**src/sv/envelope_segment_time_allocator_core_macros.svh**
```systemverilog
// Assertion macros shared by the envelope segment time allocator RTL.
`ifndef ENVELOPE_SEGMENT_TIME_ALLOCATOR_CORE_MACROS_SVH
`define ENVELOPE_SEGMENT_TIME_ALLOCATOR_CORE_MACROS_SVH
`ifndef SYNTHESIS
// Same-cycle implication, checked outside reset.
`define ESTA_ASSERT_IMPL(label, clk, rst, ante, cons) \
   label: assert property (@(posedge clk) disable iff (rst) (ante) |-> (cons)) \
      else $error("esta assertion failed");
// Next-cycle implication, checked outside reset.
`define ESTA_ASSERT_NEXT(label, clk, rst, ante, cons) \
   label: assert property (@(posedge clk) disable iff (rst) (ante) |=> (cons)) \
      else $error("esta assertion failed");
`else
`define ESTA_ASSERT_IMPL(label, clk, rst, ante, cons)
`define ESTA_ASSERT_NEXT(label, clk, rst, ante, cons)
`endif
`endif

```
**src/sv/esta_pkg.sv**
```systemverilog
// Package with widths, constants and types of the envelope segment time allocator.
`timescale 1ns / 1ps
package esta_pkg;

   localparam int MAX_SEGMENTS = 32;
   localparam int TIME_W       = 32;
   localparam int SUM_W        = 38;
   localparam int CNT_W        = $clog2(MAX_SEGMENTS + 1);
   localparam int SEG_ADDR_W   = (MAX_SEGMENTS > 1) ? $clog2(MAX_SEGMENTS) : 1;
   localparam int PROD_W       = 2 * TIME_W;
   localparam int DIV_STEPS    = TIME_W;
   localparam int STEP_W       = $clog2(DIV_STEPS);
   localparam int ENTRY_W      = TIME_W + 1;

   typedef struct packed {
      logic              flexible;
      logic [TIME_W-1:0] seg_time;
   } seg_entry_type;

endpackage

```
**src/sv/esta_ram.sv**
```systemverilog
// Generic single-write, single-read RAM with registered read data.
`timescale 1ns / 1ps
module esta_ram #(
   parameter int WIDTH = 32,
   parameter int DEPTH = 32
) (
   input  logic                                           clock,
   input  logic                                           wr_en,
   input  logic [((DEPTH > 1) ? $clog2(DEPTH) : 1)-1:0] wr_addr,
   input  logic [WIDTH-1:0]                               wr_data,
   input  logic                                           rd_en,
   input  logic [((DEPTH > 1) ? $clog2(DEPTH) : 1)-1:0] rd_addr,
   output logic [WIDTH-1:0]                               rd_data
);

   logic [WIDTH-1:0] mem_ff [DEPTH];
   logic [WIDTH-1:0] rd_data_ff;

   always_ff @(posedge clock) begin
      if (wr_en) begin
         mem_ff[wr_addr] <= wr_data;
      end
      if (rd_en) begin
         rd_data_ff <= mem_ff[rd_addr];
      end
   end

   assign rd_data = rd_data_ff;

endmodule

```
**src/sv/envelope_segment_time_allocator_core.sv**
```systemverilog
// Envelope segment time allocator: segment store, run sums and iterative divider.
//
//  channel | direction | handshake                 | payload
//  req     | in        | req_valid / req_ready     | seg_time, seg_flexible, seg_last
//  rsp     | out       | rsp_valid / rsp_ready     | actual_time, zero_divide, dropped, out_last
//  csr     | in        | csr_write_en (no wait)    | total_time
//
// A segment that is not last is accepted while the sequencer is idle. A last segment adds a setup
// state, then each stored segment passes read, multiply, divider load, 32 restoring
// divider steps and output when it needs a quotient, or read, multiply and output when its
// result is direct. The output beat waits in its register until rsp_ready, and req_ready
// stays low until the run's last beat. Reset is synchronous, active high, and clears the
// total time, sums, count, overflow flag and sequencer.
`timescale 1ns / 1ps
`include "envelope_segment_time_allocator_core_macros.svh"
module envelope_segment_time_allocator_core
   import esta_pkg::*;
(
   input  logic              clock,
   input  logic              reset,
   input  logic              req_valid,
   output logic              req_ready,
   input  logic [TIME_W-1:0] req_seg_time,
   input  logic              req_seg_flexible,
   input  logic              req_seg_last,
   output logic              rsp_valid,
   input  logic              rsp_ready,
   output logic [TIME_W-1:0] rsp_actual_time,
   output logic              rsp_zero_divide,
   output logic              rsp_dropped,
   output logic              rsp_out_last,
   input  logic              csr_write_en,
   input  logic [TIME_W-1:0] csr_write_data
);

   typedef enum logic [2:0] {
      ST_IDLE,
      ST_SETUP,
      ST_READ,
      ST_MUL,
      ST_PREP,
      ST_DIV,
      ST_OUT
   } state_type;

   state_type         state_ff, state_in;
   logic [TIME_W-1:0] total_time_ff, total_time_in;
   logic [SUM_W-1:0]  fixed_sum_ff, fixed_sum_in;
   logic [SUM_W-1:0]  share_sum_ff, share_sum_in;
   logic [CNT_W-1:0]  seg_count_ff, seg_count_in;
   logic              overflow_ff, overflow_in;
   logic [CNT_W-1:0]  idx_ff, idx_in;
   logic              scale_ff, scale_in;
   logic              zdiv_ff, zdiv_in;
   logic              share_zero_ff, share_zero_in;
   logic [TIME_W-1:0] mul_op_ff, mul_op_in;
   logic [SUM_W-1:0]  div_ff, div_in;
   logic [PROD_W-1:0] prod_ff, prod_in;
   logic [SUM_W-1:0]  rem_ff, rem_in;
   logic [TIME_W-1:0] num_ff, num_in;
   logic [STEP_W-1:0] step_ff, step_in;
   logic [TIME_W-1:0] result_ff, result_in;

   logic              req_accept;
   logic              has_room;
   logic              store_en;
   logic              is_last_out;
   seg_entry_type     wr_entry;
   seg_entry_type     rd_entry;
   logic [ENTRY_W-1:0] rd_raw;
   logic [SUM_W-1:0]  total_ext;
   logic [SUM_W-1:0]  seg_ext;
   logic [SUM_W:0]    rem_sh;
   logic [SUM_W+1:0]  diff;
   logic              quo_bit;
   logic [TIME_W-1:0] num_next;

   assign req_ready   = (state_ff == ST_IDLE);
   assign req_accept  = req_valid && req_ready;
   assign has_room    = (seg_count_ff < CNT_W'(MAX_SEGMENTS));
   assign store_en    = req_accept && has_room;
   assign is_last_out = ((idx_ff + CNT_W'(1)) == seg_count_ff);
   assign total_ext   = SUM_W'(total_time_ff);
   assign seg_ext     = SUM_W'(req_seg_time);

   assign wr_entry.flexible = req_seg_flexible;
   assign wr_entry.seg_time = req_seg_time;
   assign rd_entry          = seg_entry_type'(rd_raw);

   esta_ram #(
      .WIDTH(ENTRY_W),
      .DEPTH(MAX_SEGMENTS)
   ) u_seg_ram (
      .clock  (clock),
      .wr_en  (store_en),
      .wr_addr(seg_count_ff[SEG_ADDR_W-1:0]),
      .wr_data(wr_entry),
      .rd_en  (state_ff == ST_READ),
      .rd_addr(idx_ff[SEG_ADDR_W-1:0]),
      .rd_data(rd_raw)
   );

   // One restoring step: bring down the next numerator bit and try the subtract.
   assign rem_sh   = {rem_ff, num_ff[TIME_W-1]};
   assign diff     = {1'b0, rem_sh} - {2'b00, div_ff};
   assign quo_bit  = !diff[SUM_W+1];
   assign num_next = {num_ff[TIME_W-2:0], quo_bit};

   always_comb begin
      state_in      = state_ff;
      total_time_in = csr_write_en ? csr_write_data : total_time_ff;
      fixed_sum_in  = fixed_sum_ff;
      share_sum_in  = share_sum_ff;
      seg_count_in  = seg_count_ff;
      overflow_in   = overflow_ff;
      idx_in        = idx_ff;
      scale_in      = scale_ff;
      zdiv_in       = zdiv_ff;
      share_zero_in = share_zero_ff;
      mul_op_in     = mul_op_ff;
      div_in        = div_ff;
      prod_in       = prod_ff;
      rem_in        = rem_ff;
      num_in        = num_ff;
      step_in       = step_ff;
      result_in     = result_ff;

      unique case (state_ff)
         ST_IDLE: begin
            if (req_accept) begin
               if (has_room) begin
                  seg_count_in = seg_count_ff + CNT_W'(1);
                  if (req_seg_flexible) begin
                     share_sum_in = share_sum_ff + seg_ext;
                  end else begin
                     fixed_sum_in = fixed_sum_ff + seg_ext;
                  end
               end else begin
                  overflow_in = 1'b1;
               end
               if (req_seg_last) begin
                  state_in = ST_SETUP;
               end
            end
         end
         ST_SETUP: begin
            share_zero_in = (share_sum_ff == '0);
            scale_in      = (fixed_sum_ff > total_ext) ||
                            ((fixed_sum_ff < total_ext) && (share_sum_ff == '0));
            zdiv_in       = scale_in && (fixed_sum_ff == '0);
            // Outside scaling mode the fixed sum never exceeds the total.
            mul_op_in     = scale_in ? total_time_ff
                                     : total_time_ff - fixed_sum_ff[TIME_W-1:0];
            div_in        = scale_in ? fixed_sum_ff : share_sum_ff;
            idx_in        = '0;
            state_in      = ST_READ;
         end
         ST_READ: begin
            state_in = ST_MUL;
         end
         ST_MUL: begin
            prod_in = PROD_W'(rd_entry.seg_time) * PROD_W'(mul_op_ff);
            if (zdiv_ff) begin
               result_in = '0;
               state_in  = ST_OUT;
            end else if (scale_ff) begin
               if (rd_entry.flexible) begin
                  result_in = '0;
                  state_in  = ST_OUT;
               end else begin
                  state_in = ST_PREP;
               end
            end else if (rd_entry.flexible) begin
               if (share_zero_ff) begin
                  result_in = '0;
                  state_in  = ST_OUT;
               end else begin
                  state_in = ST_PREP;
               end
            end else begin
               result_in = rd_entry.seg_time;
               state_in  = ST_OUT;
            end
         end
         ST_PREP: begin
            // The quotient fits in 32 bits, so the upper product half is below the divisor.
            rem_in   = SUM_W'(prod_ff[PROD_W-1:TIME_W]);
            num_in   = prod_ff[TIME_W-1:0];
            step_in  = '0;
            state_in = ST_DIV;
         end
         ST_DIV: begin
            rem_in  = quo_bit ? diff[SUM_W-1:0] : rem_sh[SUM_W-1:0];
            num_in  = num_next;
            step_in = step_ff + STEP_W'(1);
            if (step_ff == STEP_W'(DIV_STEPS - 1)) begin
               result_in = num_next;
               state_in  = ST_OUT;
            end
         end
         ST_OUT: begin
            if (rsp_ready) begin
               if (is_last_out) begin
                  fixed_sum_in = '0;
                  share_sum_in = '0;
                  seg_count_in = '0;
                  overflow_in  = 1'b0;
                  state_in     = ST_IDLE;
               end else begin
                  idx_in   = idx_ff + CNT_W'(1);
                  state_in = ST_READ;
               end
            end
         end
         default: begin
            state_in = ST_IDLE;
         end
      endcase
   end

   always_ff @(posedge clock) begin
      if (reset) begin
         state_ff      <= ST_IDLE;
         total_time_ff <= '0;
         fixed_sum_ff  <= '0;
         share_sum_ff  <= '0;
         seg_count_ff  <= '0;
         overflow_ff   <= 1'b0;
      end else begin
         state_ff      <= state_in;
         total_time_ff <= total_time_in;
         fixed_sum_ff  <= fixed_sum_in;
         share_sum_ff  <= share_sum_in;
         seg_count_ff  <= seg_count_in;
         overflow_ff   <= overflow_in;
      end
      idx_ff        <= idx_in;
      scale_ff      <= scale_in;
      zdiv_ff       <= zdiv_in;
      share_zero_ff <= share_zero_in;
      mul_op_ff     <= mul_op_in;
      div_ff        <= div_in;
      prod_ff       <= prod_in;
      rem_ff        <= rem_in;
      num_ff        <= num_in;
      step_ff       <= step_in;
      result_ff     <= result_in;
   end

   assign rsp_valid       = (state_ff == ST_OUT);
   assign rsp_actual_time = result_ff;
   assign rsp_zero_divide = zdiv_ff;
   assign rsp_dropped     = overflow_ff;
   assign rsp_out_last    = is_last_out;

   `ESTA_ASSERT_IMPL(a_no_req_while_rsp, clock, reset, rsp_valid, !req_ready)
   `ESTA_ASSERT_IMPL(a_count_in_range, clock, reset, 1'b1,
                     seg_count_ff <= CNT_W'(MAX_SEGMENTS))
   `ESTA_ASSERT_IMPL(a_rem_below_div, clock, reset, state_ff == ST_DIV, rem_ff < div_ff)
   `ESTA_ASSERT_IMPL(a_zdiv_zero, clock, reset, rsp_valid && rsp_zero_divide,
                     rsp_actual_time == '0)
   `ESTA_ASSERT_NEXT(a_run_clears, clock, reset, rsp_valid && rsp_ready && rsp_out_last,
                     req_ready && (seg_count_ff == '0) && !overflow_ff)

endmodule
```
**config.mk**
```make
export PLATFORM = sky130hd
export DESIGN_NAME = envelope_segment_time_allocator_core
export DESIGN_NICKNAME = d
export VERILOG_FILES = /design/src/sv/esta_pkg.sv /design/src/sv/esta_ram.sv /design/src/sv/envelope_segment_time_allocator_core.sv
export VERILOG_INCLUDE_DIRS = /design/src /design/src/sv
export SDC_FILE = /design/constraint.sdc
export NUM_CORES = 2
export LEC_CHECK = 0
export BUFFER_PORTS_ARGS = -buffer_cell sky130_fd_sc_hd__buf_2
export CAP_MARGIN = 20
export CORE_ASPECT_RATIO = 0.8
export CORE_MARGIN = 2
export CORE_UTILIZATION = 25
export DETAILED_ROUTE_END_ITERATION = 7
export HOLD_SLACK_MARGIN = 0.08
export SLEW_MARGIN = 20
export SYNTH_ARGS = -nofsm -noshare
export SYNTH_HDL_FRONTEND = slang
export SYNTH_SLANG_ARGS = --single-unit
```
**constraint.sdc**
```tcl
create_clock -name clock -period 10.9 [get_ports clock]
set_clock_uncertainty 0.2 [all_clocks]
set_input_delay 3.27 -clock clock [delete_from_list [all_inputs] [get_ports clock]]
set_output_delay 3.27 -clock clock [all_outputs]
set_load 0.005 [all_outputs]
```
Word-level counts from Yosys, hierarchy flattened

Memories as Yosys holds them, arrays and structs flattened. A register that Yosys moved wholly into a read port is not among the register bits.
Index checks and enable logic that the tools add are counted.

Memories: 1
Memory bits (writable): 1056
Register bits: 368
Logic and storage cells: 118
Output and inout bits: 37

Memory list:

| memory           | depth | width | rd ports | clocked after memory_dff | wr ports | RTL line       | text |
|---|---|---|---|---|---|---|---|
| u_seg_ram.mem_ff | 32    | 33    | 1        | 1                        | 1        | esta_ram.sv:16 | `logic [WIDTH-1:0] mem_ff [DEPTH];` |

Magnitude comparators: 3
Multiply operators: 1
Reduce and logical (&&, ||, !) cells: 20
Equal/unequal tests: 20
Add/sub/neg operators: 7
Mux-type cells: 49

Operators with widths:

| operator              | number |
|---|---|
| $mux W38              | 10 |
| $pmux W38 S2          | 3 |
| $mux W32              | 7 |
| $pmux W32 S2          | 2 |
| $add A38 B32 Y38      | 2 |
| $logic_not A38 Y1     | 2 |
| $mul A32 B32 Y64      | 1 |
| $sub A39 B38 Y40      | 1 |
| $gt A38 B32 Y1        | 1 |
| $lt A38 B32 Y1        | 1 |
| $mux W6               | 6 |
| $sub A32 B32 Y32      | 1 |
| $pmux W6 S2           | 2 |
| $mux W3               | 7 |
| $pmux W3 S7           | 1 |
| $add A6 B1 Y6 const B | 2 |
| $ne A2 B1 Y1 const B  | 6 |
| $reduce_and A6 Y1     | 2 |
| $pmux W5 S2           | 1 |
| $reduce_and A5 Y1     | 2 |
| $eq A3 B3 Y1 const B  | 3 |
| $ne A2 B2 Y1 const B  | 4 |
| $reduce_and A4 Y1     | 2 |
| $reduce_bool A2 Y1    | 4 |
| other kinds (16)      | 27 |

Depth between registers and ports, before layout

Depth in word-level cells: 5
Depth in mapped cells: 29
Depth with buffers taken out: 27

By module

A second synthesis with hierarchy kept.

Cells, all modules: 8306
Area total of the unflattened synthesis: 97745.0 um^2

By module, submodules not included:

| module                               | sequential area each (um^2) | instances | cells each | area an instance (um^2) |
|---|---|---|---|---|
| envelope_segment_time_allocator_core | 9869.5                      | 1         | 5974       | 55600.8 |
| esta_ram                             | 32701.4                     | 1         | 2332       | 42144.2 |

Worst setup path after synthesis

No wires, ideal clock.

Path type: register -> register
Start: register u_seg_ram.rd_data_ff[19], in the netlist u_seg_ram.rd_data[19] (read register of u_seg_ram.mem_ff)
End: register prod_ff[62] (data pin)
Setup slack: 3352 ps
Setup time: 271 ps
Path buffers: 2
Cell stages (with the launch flop): 26
Arrival: 7077 ps
Required time: 10429 ps
Cells stage by stage: edfxtp_1 > clkbuf_1 > nand2_1 > fa_1 > fa_1 > fa_1 > fa_1 > inv_1 > fa_1 > inv_1 > fa_1 > fa_1 > fa_1 > inv_1 > ha_1 > clkbuf_1 > a21oi_1 > o21a_1 > a2bb2oi_1 > nand2b_1 > o31ai_1 > o21ai_1 > a41oi_1 > nor4_1 > a2111oi_0 > xnor2_1

Word-level cells in the longest chain between the ends: 1

Ends and longest elaborated chain:

| what                 | RTL line                                    | text |
|---|---|---|
| from (decl)          | esta_ram.sv:17                              | `logic [WIDTH-1:0] rd_data_ff;` |
| $mul A32 B32 Y64     | envelope_segment_time_allocator_core.sv:162 | `prod_in = PROD_W'(rd_entry.seg_time) * PROD_W'(mul_op_ff);` |
| to (signal assigned) | envelope_segment_time_allocator_core.sv:243 | `prod_ff <= prod_in;` |
| to (decl)            | envelope_segment_time_allocator_core.sv:58  | `logic [PROD_W-1:0] prod_ff, prod_in;` |

Every way passes these cells.
A chain may end at the register's enable or synchronous reset.

Final worst setup path

Start: register u_seg_ram.rd_data_ff[23], in the netlist u_seg_ram.rd_data[23] (read register of u_seg_ram.mem_ff)
End: register prod_ff[62] (data pin)

The elaborated chain is that of the path after synthesis.

==> results.yml <==
floorplan:
  floorplan.initialDensity: 0.251
  fp.dieArea_um2: 390000
  die_x_um: 697
  dieHeight_um: 559
  io_pins: 108
  core.rowCount: 203
  core_area_um2: 383000
grt:
  pin_count_of_the_biggest_net_entering_global_routing: 148
  global_route.overflow_total: 0
  groute.usage.overall: 0.145
  grt_antenna_before_repair: 46
  grt_first_pass_wirelength_mm: 420
  first_global_vias: 60500
clocking:
  postCtsSetupBuffers: 0
  cts_tree: "built"
  clkSinkCount: 1457
  clkTransAtPathRegs_ps: 70
  cts_max_path_buffers: 4
  cts.htree.levels: 4
  clk_latency_ps: 860
  tritoncts.num_buffers: 154
  post_cts_resized: 0
  cts_hold_buffers: 0
  buffer_cell_driving_the_clock_tree_root: "clkbuf_16"
finish:
  total_number_of_nets_in_the_final_design: 9006
  layout-area-overhead-vs-synth_pct: 12.2
  final_layout_size_suffix_gt1_frac: 0.117
  final_design_area_no_fill_um2: 108000
synth:
  synth_flop_cell: "edfxtp_1"
  simple_gate_area_share_of_the_yosys_netlist: 0.0982
  netlist_area_um2: 96100
  synth_mux_area_frac: 0.0869
  syn-mean-instance-area_um2: 12.7
  synth_edf_count: 1339
  asyncSetResetFlopFracSynth: 0
  seq_area_frac_synth: 0.443
  synth.area.top_cells: "edfxtp_1 42%, fa_1 19%, mux4_2 7.7%"
  synth_seq_cells: 1457
  largest_family_of_logic_cells_by_synthesized_area: "adder cells"
  synth_cells: 7564
  netlist.area_leader.share: 0.418
  synth_warnings: 0
  synth-adder-area-share: 0.244
  synth_area_in_compound_gates: 0.0563
  post-synth-top-area-cell: "edfxtp_1"
  synth_top_cells_by_count: "1,339 x edfxtp_1, 1,028 x inv_1, 900 x fa_1"
  library_cell_with_the_highest_instance_count_after_synthesis: "edfxtp_1"
  synth_cell_types: 83
  synth_xor_area_frac: 0.0162
  syn-num-nets: 8970
sta:
  timing.final.max_slew_violations: 0
  final_setup_vio_count: 0
  worst_case_headroom_to_the_max_slew_limit: 0.140
  period_needed_ps: 9530
  tns_ps: 0
  final.period_utilization: 0.874
  transition_time_of_the_tightest_slew_check_pin_ps: 1290
  hold_slack_ps: 272
  rsz0062_at_grt: "false"
  hold_violations: 0
  max_freq_mhz: 105
run:
  drv_cap: 0
worst_setup_path:
  worst-r2r-cell-count: 25
  critPathCaptureType: "flip-flop"
  crit_fanout: 18
  start_kind: "flip-flop"
  cp_data_required_time_ps: 11200
  timing_worst_setup_path_type: "reg2reg"
  worstPathArrival_ps: 9830
detailed_routing:
  ant_nets: 0
  detail_route.wl_per_cell_um: 22.1
  viasPerCell: 4.67
  detailedRoute.firstIterationViolations: 6395
  routed_wirelength_mm: 284
  via_count: 59900
  drtPass1Iterations: 6
  drc_errors: 0
hold_path:
  min_path_type: "reg2reg"
  timing.hold.worst_path_depth: 2
place:
  hpwl_mm: 199
  number_of_i_o_port_buffers: 107
  gp_routability_congestion: 0.903
  placed_cell_area_um2: 103000
run_status:
  outcome: "complete, no violations"
## per-layer routing
layer	share of wire	track usage
met1	0.45	0.208
met5	0.000095	0
met3	0.086	0.0290
met4	0.025	0.0315
met2	0.44	0.224
## cell usage in the layout, fill, tap and decap left out, types with 34 or more instances in the layout
cell type | synthesis | final
edfxtp_1 | 1339 | 1339
inv_1 | 1028 | 1027
fa_1 | 900 | 900
nand2_1 | 754 | 752
and2_1 | 617 | 615
ha_1 | 435 | 435
mux4_2 | 330 | 330
a21oi_1 | 238 | 238
nor2_1 | 249 | 215
o21ai_0 | 180 | 180
clkbuf_16 | 0 | 155
buf_4 | 1 | 137
a21o_1 | 130 | 130
dfxtp_1 | 118 | 118
buf_2 | 21 | 106
xnor2_1 | 103 | 103
xor2_1 | 72 | 72
mux2i_1 | 53 | 53
nand3_1 | 51 | 51
nor3_1 | 39 | 39
and3_1 | 35 | 35
mux2_2 | 35 | 35
nand2b_1 | 34 | 34
nor2_4 | 0 | 34
## state kept, by name, summed over array words and instances (netlist names), 32 cells and up
register / count
div_ff: 38
fixed_sum_ff: 38
mul_op_ff: 32
num_ff: 32
prod_ff: 64
rem_ff: 38
rsp_actual_time: 32
share_sum_ff: 38
total_time_ff: 32
u_seg_ram.mem_ff: 1056
u_seg_ram.rd_data: 33
## worst max-delay path, stage by stage (launching register included)
cell and delay (ps):
edfxtp_1 1190, buf_4 460, and2_1 200, fa_1 470, inv_1 110, fa_1 400, inv_1 90, fa_1 440
fa_1 620, fa_1 480, fa_1 620, inv_1 90, fa_1 500, inv_1 50, ha_1 280, ha_1 370
and3_1 250, and2_1 230, nand3_1 80, o21ai_0 70, o21ba_2 250, o21ai_1 210, a41oi_1 500, nor4_1 110
a2111oi_0 810, xnor2_1 120
## path summary, 6_finish.rpt
path / slack [ps] / startpoint / end
min: 270 / prod_ff[20] / num_ff[20]
min reg2reg: 270 / prod_ff[20] / num_ff[20]
max reg2reg: 1370 / u_seg_ram.rd_data[23] / prod_ff[62]
max: 1370 / u_seg_ram.rd_data[23] / prod_ff[62]
## area by class of cell
cell class,instances,area [um2]
Clock buffer,190,4030
Multi-Input combinational cell,4695,48500
Fill cell,39100,275000
Clock inverter,74,607
Timing Repair Buffer,262,1910
Inverter,1030,3870
Antenna cell,5,12.5
Tap cell,5125,6410
Sequential cell,1457,42600
## through the flow
step | utilization | instances | worst slack, ps
after floorplan | - | 7564 | 3350
after global placement | 0.269 | 12600 | 1390
after detailed placement | 0.270 | 12600 | 1580
after CTS | 0.282 | 12800 | 1570
after global routing | 0.282 | 12800 | 1180
final | 0.282 | 12800 | 1370
## kinds of logic (layout without fill, tap and decap cells)
logic type / after synthesis / in the layout
compound gates: 849 / 849
xor+xnor: 176 / 176
simple gates: 1917 / 1917
flops: 1457 / 1457
mux: 418 / 418
other cells: 0 / 5
fa+ha+maj: 1335 / 1335
buf+inv: 1412 / 1556
Power is left out: the tool's default activity adds up to more than one toggle a clock period on the data nets, which glitch-free logic cannot reach.
